### src/design/dpf_pkg.sv
// Package for the duplicate-dropping packet buffer.
// Holds command codes, fixed field widths and the controller/datapath handshake types.
// No dependencies.
`default_nettype none

package dpf_pkg;

	localparam int LIMIT_W = 7;
	localparam int COUNT_W = 7;
	localparam logic [LIMIT_W-1:0] LIMIT_RESET = 7'd64;

	localparam logic [1:0] CMD_ADD = 2'd0;
	localparam logic [1:0] CMD_FWD = 2'd1;
	localparam logic [1:0] CMD_CNT = 2'd2;

	// controller to datapath
	typedef struct packed {
		logic load;
		logic step;
		logic finish;
	} dpf_cmd_t;

	// datapath to controller
	typedef struct packed {
		logic scan_done;
		logic out_free;
	} dpf_stat_t;

endpackage

`default_nettype wire

### src/design/dpf_in_if.sv
// Input channel of the packet buffer: valid/ready handshake with one command transaction.
// ID and time field widths follow the parameters; no other dependencies.
`default_nettype none

interface dpf_in_if #(
	parameter int ID_BITS   = 16,
	parameter int TIME_BITS = 32
) ();
	logic                 valid;
	logic                 ready;
	logic [1:0]           command;
	logic [ID_BITS-1:0]   source;
	logic [ID_BITS-1:0]   destination;
	logic [TIME_BITS-1:0] timestamp;
	logic [TIME_BITS-1:0] start_time;
	logic [TIME_BITS-1:0] end_time;

	modport src (
		output valid, command, source, destination, timestamp, start_time, end_time,
		input  ready
	);
	modport snk (
		input  valid, command, source, destination, timestamp, start_time, end_time,
		output ready
	);
endinterface

`default_nettype wire

### src/design/dpf_out_if.sv
// Result channel of the packet buffer: valid/ready handshake with one result transaction.
// ID and time field widths follow the parameters; no other dependencies.
`default_nettype none

interface dpf_out_if #(
	parameter int ID_BITS   = 16,
	parameter int TIME_BITS = 32
) ();
	logic                 valid;
	logic                 ready;
	logic                 added;
	logic                 has_packet;
	logic [ID_BITS-1:0]   out_source;
	logic [ID_BITS-1:0]   out_destination;
	logic [TIME_BITS-1:0] out_timestamp;
	logic [6:0]           match_count;

	modport src (
		output valid, added, has_packet, out_source, out_destination, out_timestamp,
		       match_count,
		input  ready
	);
	modport snk (
		input  valid, added, has_packet, out_source, out_destination, out_timestamp,
		       match_count,
		output ready
	);
endinterface

`default_nettype wire

### src/design/dedup_packet_fifo_with_range_count.sv
// Top level of the duplicate-dropping packet buffer with destination/time-window count.
// Depends on dpf_pkg, dpf_in_if, dpf_out_if, dpf_ctrl, dpf_dp and dpf_ram.
//
// Stores up to memory_limit (source, destination, timestamp) packets in a ring in one RAM.
// Each transaction on in_ch yields exactly one result transaction on out_ch. An add or a
// count reads every stored entry through the single RAM read port, one entry per cycle;
// a forward reads only the head entry, and an unknown command or a forward on an empty
// buffer reads none. One transaction is worked on at a time; the next is accepted once
// the result is in the output register, even while that result still waits for
// out_ch.ready. memory_limit is written through cfg_we/cfg_wdata and resets to 64; it is
// to be written only while idle, which the block itself does not enforce. Reset clears
// the pointers at once; there is no clearing pass over the RAM.
`default_nettype none

module dedup_packet_fifo_with_range_count
	import dpf_pkg::*;
#(
	parameter int DEPTH     = 64,
	parameter int ID_BITS   = 16,
	parameter int TIME_BITS = 32
) (
	input  wire logic               clk,
	input  wire logic               arst_n,
	input  wire logic               cfg_we,
	input  wire logic [LIMIT_W-1:0] cfg_wdata,
	dpf_in_if.snk                   in_ch,
	dpf_out_if.src                  out_ch
);

	dpf_cmd_t  cmd;
	dpf_stat_t stat;

	dpf_ctrl u_ctrl (
		.clk     (clk),
		.arst_n  (arst_n),
		.in_valid(in_ch.valid),
		.in_ready(in_ch.ready),
		.stat    (stat),
		.cmd     (cmd)
	);

	dpf_dp #(
		.DEPTH    (DEPTH),
		.ID_BITS  (ID_BITS),
		.TIME_BITS(TIME_BITS)
	) u_dp (
		.clk            (clk),
		.arst_n         (arst_n),
		.cfg_we         (cfg_we),
		.cfg_wdata      (cfg_wdata),
		.in_command     (in_ch.command),
		.in_source      (in_ch.source),
		.in_destination (in_ch.destination),
		.in_timestamp   (in_ch.timestamp),
		.in_start_time  (in_ch.start_time),
		.in_end_time    (in_ch.end_time),
		.cmd            (cmd),
		.stat           (stat),
		.out_valid      (out_ch.valid),
		.out_ready      (out_ch.ready),
		.out_added      (out_ch.added),
		.out_has_packet (out_ch.has_packet),
		.out_source     (out_ch.out_source),
		.out_destination(out_ch.out_destination),
		.out_timestamp  (out_ch.out_timestamp),
		.out_match_count(out_ch.match_count)
	);

endmodule

`default_nettype wire

### src/design/dpf_ram.sv
// Generic single-write, single-read RAM with registered read data.
// Read data holds while no read is issued. No dependencies.
`default_nettype none

module dpf_ram #(
	parameter int WIDTH = 64,
	parameter int DEPTH = 64
) (
	input  wire logic                     clk,
	input  wire logic                     we,
	input  wire logic [$clog2(DEPTH)-1:0] waddr,
	input  wire logic [WIDTH-1:0]         wdata,
	input  wire logic                     re,
	input  wire logic [$clog2(DEPTH)-1:0] raddr,
	output      logic [WIDTH-1:0]         rdata
);

	logic [WIDTH-1:0] mem_q [DEPTH];

	always_ff @(posedge clk) begin
		if (we) begin
			mem_q[waddr] <= wdata;
		end
		if (re) begin
			rdata <= mem_q[raddr];
		end
	end

endmodule

`default_nettype wire

### src/design/dpf_ctrl.sv
// Controller of the packet buffer: accept, scan, finish sequencing.
// Depends on dpf_pkg for the command/status types.
`default_nettype none

module dpf_ctrl
	import dpf_pkg::*;
(
	input  wire logic      clk,
	input  wire logic      arst_n,
	input  wire logic      in_valid,
	output      logic      in_ready,
	input  wire dpf_stat_t stat,
	output      dpf_cmd_t  cmd
);

	typedef enum logic [1:0] {
		ST_IDLE,
		ST_SCAN,
		ST_FINISH
	} state_t;

	state_t state_q;
	logic   ready_q;

	always_ff @(posedge clk or negedge arst_n) begin
		if (!arst_n) begin
			state_q <= ST_IDLE;
			ready_q <= 1'b1;
		end else begin
			case (state_q)
				ST_IDLE: begin
					if (in_valid && ready_q) begin
						state_q <= ST_SCAN;
						ready_q <= 1'b0;
					end
				end
				ST_SCAN: begin
					if (stat.scan_done) begin
						state_q <= ST_FINISH;
					end
				end
				ST_FINISH: begin
					// hold until the result register can take the new result
					if (stat.out_free) begin
						state_q <= ST_IDLE;
						ready_q <= 1'b1;
					end
				end
				default: begin
					state_q <= ST_IDLE;
					ready_q <= 1'b1;
				end
			endcase
		end
	end

	assign in_ready   = ready_q;
	assign cmd.load   = in_valid && ready_q;
	assign cmd.step   = (state_q == ST_SCAN);
	assign cmd.finish = (state_q == ST_FINISH) && stat.out_free;

endmodule

`default_nettype wire

### src/design/dpf_dp.sv
// Datapath of the packet buffer: entry RAM, ring pointers, scan compare and result register.
// Depends on dpf_pkg and dpf_ram.
`default_nettype none

module dpf_dp
	import dpf_pkg::*;
#(
	parameter int DEPTH     = 64,
	parameter int ID_BITS   = 16,
	parameter int TIME_BITS = 32
) (
	input  wire logic                 clk,
	input  wire logic                 arst_n,
	input  wire logic                 cfg_we,
	input  wire logic [LIMIT_W-1:0]   cfg_wdata,
	input  wire logic [1:0]           in_command,
	input  wire logic [ID_BITS-1:0]   in_source,
	input  wire logic [ID_BITS-1:0]   in_destination,
	input  wire logic [TIME_BITS-1:0] in_timestamp,
	input  wire logic [TIME_BITS-1:0] in_start_time,
	input  wire logic [TIME_BITS-1:0] in_end_time,
	input  wire dpf_cmd_t             cmd,
	output      dpf_stat_t            stat,
	output      logic                 out_valid,
	input  wire logic                 out_ready,
	output      logic                 out_added,
	output      logic                 out_has_packet,
	output      logic [ID_BITS-1:0]   out_source,
	output      logic [ID_BITS-1:0]   out_destination,
	output      logic [TIME_BITS-1:0] out_timestamp,
	output      logic [COUNT_W-1:0]   out_match_count
);

	localparam int AW = $clog2(DEPTH);
	localparam int OW = $clog2(DEPTH + 1);
	localparam int EW = 2 * ID_BITS + TIME_BITS;
	localparam int LW = (OW > LIMIT_W) ? OW : LIMIT_W;
	localparam int CW = (OW > COUNT_W) ? OW : COUNT_W;

	function automatic logic [AW-1:0] ptr_inc(input logic [AW-1:0] p);
		ptr_inc = (p == AW'(DEPTH - 1)) ? '0 : p + 1'b1;
	endfunction

	// control state
	logic [AW-1:0]      head_q, tail_q, rd_ptr_q;
	logic [OW-1:0]      occ_q, rem_q, cnt_q;
	logic [LIMIT_W-1:0] limit_q;
	logic               vld_s1, dup_q, out_valid_q;

	// captured transaction
	logic [1:0]           cmd_q;
	logic [ID_BITS-1:0]   src_q, dst_q;
	logic [TIME_BITS-1:0] ts_q, lo_q, hi_q;
	logic                 win_ok_q;

	// result payload
	logic                 added_q, has_q;
	logic [ID_BITS-1:0]   osrc_q, odst_q;
	logic [TIME_BITS-1:0] ots_q;
	logic [COUNT_W-1:0]   ocnt_q;

	logic                 ram_we, ram_re;
	logic [EW-1:0]        rd_data;
	logic [ID_BITS-1:0]   rd_src, rd_dst;
	logic [TIME_BITS-1:0] rd_ts;
	logic [LW-1:0]        lim_raw, lim_eff;
	logic                 evict, hit_dup, hit_cnt, fwd_hit;
	logic [OW-1:0]        scan_len;
	logic [CW-1:0]        cnt_ext;
	logic [OW:0]          ptr_sum;

	assign rd_src = rd_data[EW-1 -: ID_BITS];
	assign rd_dst = rd_data[TIME_BITS +: ID_BITS];
	assign rd_ts  = rd_data[TIME_BITS-1:0];

	// a limit of zero acts as one, above the depth acts as the depth
	always_comb begin
		lim_raw = LW'(limit_q);
		lim_eff = lim_raw;
		if (lim_raw == '0) begin
			lim_eff = LW'(1);
		end else if (lim_raw > LW'(DEPTH)) begin
			lim_eff = LW'(DEPTH);
		end
	end

	assign evict   = (LW'(occ_q) >= lim_eff) && (occ_q != '0);
	assign hit_dup = (rd_src == src_q) && (rd_dst == dst_q) && (rd_ts == ts_q);
	assign hit_cnt = win_ok_q && (rd_dst == dst_q) && (rd_ts >= lo_q) && (rd_ts <= hi_q);
	assign fwd_hit = (cmd_q == CMD_FWD) && (occ_q != '0);
	assign cnt_ext = CW'(cnt_q);

	always_comb begin
		case (in_command)
			CMD_ADD, CMD_CNT: scan_len = occ_q;
			CMD_FWD:          scan_len = (occ_q != '0) ? OW'(1) : '0;
			default:          scan_len = '0;
		endcase
	end

	assign ram_re = cmd.step && (rem_q != '0);
	assign ram_we = cmd.finish && (cmd_q == CMD_ADD) && !dup_q;

	dpf_ram #(
		.WIDTH(EW),
		.DEPTH(DEPTH)
	) u_ram (
		.clk  (clk),
		.we   (ram_we),
		.waddr(tail_q),
		.wdata({src_q, dst_q, ts_q}),
		.re   (ram_re),
		.raddr(rd_ptr_q),
		.rdata(rd_data)
	);

	always_ff @(posedge clk or negedge arst_n) begin
		if (!arst_n) begin
			head_q      <= '0;
			tail_q      <= '0;
			occ_q       <= '0;
			rd_ptr_q    <= '0;
			rem_q       <= '0;
			cnt_q       <= '0;
			dup_q       <= 1'b0;
			vld_s1      <= 1'b0;
			limit_q     <= LIMIT_RESET;
			out_valid_q <= 1'b0;
		end else begin
			if (cfg_we) begin
				limit_q <= cfg_wdata;
			end
			if (cmd.load) begin
				rd_ptr_q <= head_q;
				rem_q    <= scan_len;
				cnt_q    <= '0;
				dup_q    <= 1'b0;
			end
			vld_s1 <= ram_re;
			if (ram_re) begin
				rd_ptr_q <= ptr_inc(rd_ptr_q);
				rem_q    <= rem_q - 1'b1;
			end
			if (vld_s1) begin
				if (hit_dup) begin
					dup_q <= 1'b1;
				end
				if (hit_cnt) begin
					cnt_q <= cnt_q + 1'b1;
				end
			end
			if (cmd.finish) begin
				out_valid_q <= 1'b1;
				case (cmd_q)
					CMD_ADD: begin
						if (!dup_q) begin
							tail_q <= ptr_inc(tail_q);
							if (evict) begin
								head_q <= ptr_inc(head_q);
							end else begin
								occ_q <= occ_q + 1'b1;
							end
						end
					end
					CMD_FWD: begin
						if (occ_q != '0) begin
							head_q <= ptr_inc(head_q);
							occ_q  <= occ_q - 1'b1;
						end
					end
					default: begin
					end
				endcase
			end else if (out_ready) begin
				out_valid_q <= 1'b0;
			end
		end
	end

	// payload registers; fields of other commands read as zero
	always_ff @(posedge clk) begin
		if (cmd.load) begin
			cmd_q    <= in_command;
			src_q    <= in_source;
			dst_q    <= in_destination;
			ts_q     <= in_timestamp;
			lo_q     <= in_start_time;
			hi_q     <= in_end_time;
			win_ok_q <= (in_end_time >= in_start_time);
		end
		if (cmd.finish) begin
			added_q <= (cmd_q == CMD_ADD) && !dup_q;
			has_q   <= fwd_hit;
			osrc_q  <= fwd_hit ? rd_src : '0;
			odst_q  <= fwd_hit ? rd_dst : '0;
			ots_q   <= fwd_hit ? rd_ts : '0;
			ocnt_q  <= (cmd_q == CMD_CNT) ? cnt_ext[COUNT_W-1:0] : '0;
		end
	end

	assign stat.scan_done = (rem_q == '0);
	assign stat.out_free  = !out_valid_q || out_ready;

	assign out_valid       = out_valid_q;
	assign out_added       = added_q;
	assign out_has_packet  = has_q;
	assign out_source      = osrc_q;
	assign out_destination = odst_q;
	assign out_timestamp   = ots_q;
	assign out_match_count = ocnt_q;

	assign ptr_sum = (OW + 1)'(head_q) + (OW + 1)'(occ_q);

	a_occ_bound: assert property (@(posedge clk) disable iff (!arst_n)
		occ_q <= OW'(DEPTH))
		else $error("occupancy above depth");

	a_tail_ring: assert property (@(posedge clk) disable iff (!arst_n)
		tail_q == ((ptr_sum >= (OW + 1)'(DEPTH)) ? AW'(ptr_sum - (OW + 1)'(DEPTH))
		                                         : AW'(ptr_sum)))
		else $error("tail pointer out of step with head and occupancy");

	a_add_stores: assert property (@(posedge clk) disable iff (!arst_n)
		(cmd.finish && (cmd_q == CMD_ADD) && !dup_q) |=> (occ_q != '0))
		else $error("accepted add left the buffer empty");

endmodule

`default_nettype wire
### src/flat_wrapper.sv
// flat-port wrapper written by rule: the top's interface ports become plain ports
module dedup_packet_fifo_with_range_count_flat import dpf_pkg::*;
#(
	parameter int DEPTH     = 64,
	parameter int ID_BITS   = 16,
	parameter int TIME_BITS = 32
)
  (clk, arst_n, cfg_we, cfg_wdata, in_ch_valid, in_ch_command, in_ch_source, in_ch_destination, in_ch_timestamp, in_ch_start_time, in_ch_end_time, in_ch_ready, out_ch_valid, out_ch_added, out_ch_has_packet, out_ch_out_source, out_ch_out_destination, out_ch_out_timestamp, out_ch_match_count, out_ch_ready);
  dpf_in_if #(.ID_BITS(ID_BITS), .TIME_BITS(TIME_BITS)) in_ch_i ();
  dpf_out_if #(.ID_BITS(ID_BITS), .TIME_BITS(TIME_BITS)) out_ch_i ();
  input  wire logic clk;
  input  wire logic arst_n;
  input  wire logic cfg_we;
  input  wire logic [LIMIT_W-1:0] cfg_wdata;
  input wire logic [$bits(in_ch_i.valid)-1:0] in_ch_valid;
  input wire logic [$bits(in_ch_i.command)-1:0] in_ch_command;
  input wire logic [$bits(in_ch_i.source)-1:0] in_ch_source;
  input wire logic [$bits(in_ch_i.destination)-1:0] in_ch_destination;
  input wire logic [$bits(in_ch_i.timestamp)-1:0] in_ch_timestamp;
  input wire logic [$bits(in_ch_i.start_time)-1:0] in_ch_start_time;
  input wire logic [$bits(in_ch_i.end_time)-1:0] in_ch_end_time;
  output wire logic [$bits(in_ch_i.ready)-1:0] in_ch_ready;
  output wire logic [$bits(out_ch_i.valid)-1:0] out_ch_valid;
  output wire logic [$bits(out_ch_i.added)-1:0] out_ch_added;
  output wire logic [$bits(out_ch_i.has_packet)-1:0] out_ch_has_packet;
  output wire logic [$bits(out_ch_i.out_source)-1:0] out_ch_out_source;
  output wire logic [$bits(out_ch_i.out_destination)-1:0] out_ch_out_destination;
  output wire logic [$bits(out_ch_i.out_timestamp)-1:0] out_ch_out_timestamp;
  output wire logic [$bits(out_ch_i.match_count)-1:0] out_ch_match_count;
  input wire logic [$bits(out_ch_i.ready)-1:0] out_ch_ready;
  assign in_ch_i.valid = in_ch_valid;
  assign in_ch_i.command = in_ch_command;
  assign in_ch_i.source = in_ch_source;
  assign in_ch_i.destination = in_ch_destination;
  assign in_ch_i.timestamp = in_ch_timestamp;
  assign in_ch_i.start_time = in_ch_start_time;
  assign in_ch_i.end_time = in_ch_end_time;
  assign in_ch_ready = in_ch_i.ready;
  assign out_ch_valid = out_ch_i.valid;
  assign out_ch_added = out_ch_i.added;
  assign out_ch_has_packet = out_ch_i.has_packet;
  assign out_ch_out_source = out_ch_i.out_source;
  assign out_ch_out_destination = out_ch_i.out_destination;
  assign out_ch_out_timestamp = out_ch_i.out_timestamp;
  assign out_ch_match_count = out_ch_i.match_count;
  assign out_ch_i.ready = out_ch_ready;
  dedup_packet_fifo_with_range_count #(.DEPTH(DEPTH), .ID_BITS(ID_BITS), .TIME_BITS(TIME_BITS)) u_core (.clk(clk), .arst_n(arst_n), .cfg_we(cfg_we), .cfg_wdata(cfg_wdata), .in_ch(in_ch_i), .out_ch(out_ch_i));
endmodule
### config.mk
export PLATFORM = sky130hd
export DESIGN_NAME = dedup_packet_fifo_with_range_count_flat
export DESIGN_NICKNAME = d
export VERILOG_FILES = /design/src/design/dpf_pkg.sv /design/src/design/dpf_in_if.sv /design/src/design/dpf_out_if.sv /design/src/design/dedup_packet_fifo_with_range_count.sv /design/src/design/dpf_ram.sv /design/src/design/dpf_ctrl.sv /design/src/design/dpf_dp.sv /design/src/flat_wrapper.sv
export SDC_FILE = /design/constraint.sdc
export NUM_CORES = 2
export LEC_CHECK = 0
export BUFFER_PORTS_ARGS = -buffer_cell sky130_fd_sc_hd__clkbuf_2
export CAP_MARGIN = 20
export CORE_MARGIN = 5
export CORE_UTILIZATION = 56
export DETAILED_ROUTE_END_ITERATION = 8
export GPL_ROUTABILITY_DRIVEN = 0
export PLACE_DENSITY = 0.77
export SLEW_MARGIN = 20
export SYNTH_ARGS = -nofsm -noshare
export SYNTH_HDL_FRONTEND = slang
export SYNTH_SLANG_ARGS = --single-unit
### constraint.sdc
create_clock -name clk -period 11.3 [get_ports clk]
set_input_delay 1.695 -clock clk [delete_from_list [all_inputs] [get_ports clk]]
set_output_delay 1.695 -clock clk [all_outputs]
set_load 0.05 [all_outputs]
== Yosys cells after proc, flatten, opt, wreduce, memory -nomap -nowiden ==
Memories as Yosys holds them, arrays and structs flattened. A register that Yosys moved wholly into a read port is not among the register bits.
Index checks and enable logic that the tools add are counted.

* Bits in registers: 256
* Memory bits (writable): 4096
* Input bits: 142
* Output and inout bits: 75
* Word-level logic and storage cells: 127
* Memories: 1

* Add/sub/neg operators: 7
* Magnitude comparators: 5
* Equality and inequality tests: 19
* Multiplexer cells: 36
* Bitwise operators: 2
* Reductions and logical operators: 32

{| class="wikitable"
|+ Memories
! memory !! depth !! bits a word !! read ports !! clocked after memory_dff !! write ports !! RTL line !! RTL
|-
| u_core.u_dp.u_ram.mem_q || 64 || 64 || 1 || 1 || 1 || dpf_ram.sv:18 || <nowiki>logic [WIDTH-1:0] mem_q [DEPTH];</nowiki>
|}

{| class="wikitable"
|+ Operators by type and width
! kind !! count
|-
| $mux 7 || 10
|-
| $ge 32x32->1 || 2
|-
| $mux 6 || 8
|-
| $eq 16x16->1 || 2
|-
| $eq 32x32->1 || 1
|-
| $le 32x32->1 || 1
|-
| $pmux 7 s2 || 2
|-
| $add 6x1->6 const B || 3
|-
| $eq 6x6->1 const B || 3
|-
| $add 7x1->7 const B || 2
|-
| $logic_not 7->1 || 2
|-
| $reduce_bool 7->1 || 2
|-
| $sub 7x1->7 const B || 2
|-
| $logic_and 1x1->1 || 13
|-
| $pmux 6 s2 || 1
|-
| $mux 1 || 10
|-
| $reduce_and 5->1 || 2
|-
| $reduce_and 3->1 || 3
|-
| $ne 2x2->1 const B || 4
|-
| $ge 7x7->1 || 1
|-
| $gt 7x7->1 const B || 1
|-
| $eq 2x1->1 const B || 3
|-
| $eq 2x2->1 const B || 3
|-
| $logic_not 2->1 || 3
|-
| 9 further kinds || 17
|}

== Logic depth before layout (Yosys ltp) ==
* Depth after elaboration: 8
* Gate-level depth with buffers: 12
* Depth with buffers taken out: 12

== Cells and area by module ==
A second synthesis with hierarchy kept.

* Cells, all modules: 7635
* Area, all modules: 169790.3 sq um

{| class="wikitable"
|+ By module, submodules not included
! module !! times used !! cells each !! area each (sq um) !! sequential area each (sq um)
|-
| dpf_ram || 1 || 6598 || 156989.3 || 124919.8
|-
| dpf_dp || 1 || 1021 || 12652.1 || 7353.3
|-
| dpf_ctrl || 1 || 16 || 148.9 || 76.3
|}

== Worst setup path before layout ==
Ideal clock, no wire load.

* Path kind: input to register
* Start: in out_ch_ready
* End: mem u_core.u_dp.u_ram.mem_q[59][0] (enable)
* Library setup time: 0.487 ns
* Arrival time: 11.544 ns
* Data required time: 10.813 ns
* Path slack: -0.730 ns
* Cell stages on the path: 6
* Buffers on the path: 0
* Path through: nand2b_1 -> nor3b_1 -> nand2_1 -> nor2_1 -> nand3_1 -> nor2_1

{| class="wikitable"
|+ RTL lines
! what !! RTL line !! RTL
|-
| from (decl) || flat_wrapper.sv:30 || <nowiki>input wire logic [$bits(out_ch_i.ready)-1:0] out_ch_ready;</nowiki>
|-
| to (decl) || dpf_ram.sv:18 ||
|}

==> impl_metrics.json <==
{
  "power.leakage_nw": 60.4,
  "drtIter0Drc": 17500,
  "ir_drop_v": 0.000236,
  "power_frac_seq": 0.420,
  "initial_core_util": 0.561,
  "power_density_nw_per_um2": 233,
  "synth_seq_cells": 4416,
  "tightest_slew_ps": 1260,
  "yosysTopAreaCell": "edfxtp_1",
  "drv_slew": 0,
  "clk_latency_ps": 1020,
  "finalSetupViolations": 0,
  "outcome": "finished, violations left",
  "fp.dieH_microns": 560,
  "first_pass_iters": 9,
  "route.final.wire_length_microns": 504000,
  "drc_errors": 3,
  "setup.worst_path.start_class": "primary input",
  "fin_ws_ps": 5220,
  "grt_overflow": 0,
  "synth_edf_count": 4364,
  "fmaxAchievable_mhz": 164,
  "path_class": "primary input to flop",
  "pwr-share-comb": 0.259,
  "synth_area_sq_um": 169000,
  "cts_tree": "done",
  "die_x_microns": 560,
  "globalRouteTotalUtil": 0.319,
  "finalCritPeriodShare": 0.538,
  "synthArstFlopShare": 0.0118,
  "max_slew_margin": 0.160,
  "p_clk_frac": 0.322,
  "endpoint_kind": "flop",
  "hp-class": "flop to flop",
  "cts-root-buf": "clkbuf_16",
  "final-hold-violation-count": 0,
  "synth_nets": 7177,
  "min_period_ps": 6080,
  "grt_pass1_wl_microns": 697000,
  "port-buffer-count": 216,
  "intPower_w": 0.0311,
  "clock_sinks": 4416,
  "cts_inserted_buffers": 421,
  "ys_seq_area_frac": 0.781,
  "crit_fanout": 49,
  "stdcell_count": 11800,
  "drv_cap": 0,
  "swShare": 0.300,
  "critical_path_arrival_ps": 6630,
  "core_area_sq_um": 302000,
  "clkTransAtPathRegs_ps": 60,
  "cts.path.max_buffers": 4,
  "worstPathRequired_ps": 11850,
  "cts_setup_buffers": 0,
  "synth_top_area_frac": 0.773,
  "rows": 202,
  "cts.hold.buffers_added": 0,
  "switchingPower_w": 0.0133,
  "dp_cells": 11000,
  "final_util": 0.631,
  "nets": 7728,
  "boundaryPins": 217,
  "yosys_warnings": 0,
  "routed_via_density": 7.28,
  "syn_area_per_cell_sq_um": 24.5,
  "drive_gt1_frac": 0.316,
  "ys_top_cells_by_area": "edfxtp_1, mux4_2, ha_1",
  "synth_ff_type": "edfxtp_1",
  "syn_inst": 6920,
  "antenna_found_initial": 80,
  "place_hpwl_microns": 256000,
  "antenna_left": 0,
  "wl_per_cell_microns": 42.7,
  "rsz0062_at_grt": "no",
  "cts-htree-levels": 5,
  "first_global_vias": 85400,
  "pre_cts_slack_ps": 4630,
  "synth_cell_type_count": 53,
  "dieArea_sq_um": 314000,
  "tns_ps": 0,
  "cts-resized-gates": 0,
  "skew_ps": 96.8,
  "grt_start_max_net_pins": 128,
  "failed_checks": "DRC",
  "synthToLayoutAreaGrowth_pct": 12.4,
  "num_vias": 86100
}
[area by class of cell]
cell class	count	area, sq um
clock buffers	522	11000
repair buffers	455	3160
well taps	3978	4980
inverters	115	449
multi-input cells	2062	35800
diodes	19	47.5
fillers	17900	112000
flip-flops and latches	4416	132000
clock inverters	258	2630
[cell families (layout without fill, tap and decap cells)]
logic type | Yosys count | in the layout | share of synthesized area
flops | 4416 | 4416 | 0.781
mux | 1359 | 1359 | 0.180
buf+inv | 442 | 1350 | 0.0108
simple gates | 352 | 352 | 0.0105
compound gates | 160 | 160 | 0.00588
fa+ha+maj | 115 | 115 | 0.00853
xor+xnor | 76 | 76 | 0.00393
other cells | 0 | 19 | 0
[layout by cell type (no fill, tap or decap), types with 29 or more instances in the layout]
| master | n |
|---|---|
| edfxtp_1 | 4364 |
| mux4_2 | 1344 |
| clkbuf_16 | 425 |
| clkbuf_2 | 216 |
| buf_4 | 215 |
| ha_1 | 114 |
| inv_1 | 112 |
| clkinv_1 | 106 |
| clkbuf_1 | 94 |
| nand2_1 | 66 |
| and3_1 | 65 |
| nor2_4 | 64 |
| clkinv_2 | 61 |
| xor2_1 | 55 |
| a21oi_1 | 46 |
| o21ai_0 | 45 |
| dfrtp_1 | 45 |
| bufinv_16 | 38 |
| nor2_1 | 29 |
[per-layer routing]
layer  wire (microns)  global-route usage
met1           161000               0.422
met2           236000               0.490
met3            80900               0.114
met4            26500               0.133
met5              368                   0
[path summary, 6_finish.rpt]
kind                            slack [ps]  cells past startpoint                     start                         endpoint
worst max-delay path                  5220                      8              out_ch_ready  u_core.u_dp.u_ram.mem_q[37][28]
worst min-delay path                   490                      1  u_core.u_ctrl.state_q[1]         u_core.u_ctrl.state_q[0]
worst max register to register        5650                      7     u_core.u_dp.out_valid  u_core.u_dp.u_ram.mem_q[37][28]
worst min register to register         490                      1  u_core.u_ctrl.state_q[1]         u_core.u_ctrl.state_q[0]
max in group asynchronous             9700                      2                    arst_n          u_core.u_dp.rd_ptr_q[1]
min in group asynchronous              880                      2                    arst_n           u_core.u_dp.cnt_ext[6]
[synth_stat cells, types with 7 or more instances]
cell,n
mux4_2,1344
xor2_1,55
mux2_2,11
edfxtp_1,4364
buf_1,29
clkbuf_1,190
nand2_1,67
inv_1,115
a211oi_1,7
nor3_1,12
xnor2_1,21
dfrtp_1,50
o21ai_0,45
a21o_1,23
buf_2,103
nand2b_1,8
nand4_1,24
and2_1,12
nand3_1,24
ha_1,114
nor2_1,93
nor2b_1,11
nor4_1,21
and3_1,65
a21oi_1,46
[power by group through the flow]
stage / Combinational, W / Clock, W / Sequential (W)
final: 0.0115 / 0.0143 / 0.0187
after global routing: 0.0118 / 0.0151 / 0.0186
after CTS: 0.0113 / 0.0143 / 0.0186
after detailed placement: 0.0109 / 0 / 0.0190
after global placement: 0.0107 / 0 / 0.0190
after floorplan: 0.00732 / 0 / 0.0186
[sequential cells by signal, indices dropped and copies added (netlist names), 7 cells and up]
name,count
u_core.u_dp.lo_q,32
u_core.u_dp.dst_q,16
u_core.u_dp.lim_raw,7
u_core.u_dp.cnt_ext,7
u_core.u_dp.u_ram.mem_q,4096
u_core.u_dp.occ_q,7
u_core.u_dp.src_q,16
u_core.u_dp.out_timestamp,32
u_core.u_dp.out_destination,16
u_core.u_dp.out_match_count,7
u_core.u_dp.rem_q,7
u_core.u_dp.ts_q,32
u_core.u_dp.u_ram.rdata,64
u_core.u_dp.out_source,16
u_core.u_dp.hi_q,32
[critical path: stages]
cell and delay (ps):
clkbuf_2 80, nand2b_1 180, nor3b_4 280, buf_4 830, and2_1 520, nand3_1 980
nor2_4 950, buf_4 850
[through the flow]
step | total power [W] | area (sq um) | hold WS [ps]
final | 0.0445 | 191000 | 491
after CTS | 0.0442 | 190000 | 494
after floorplan | 0.0259 | 169000 | 446
after global routing | 0.0456 | 190000 | 515
after detailed placement | 0.0298 | 177000 | 481
after global placement | 0.0297 | 177000 | 463
No activity file was read; power rests on OpenSTA's default activity.
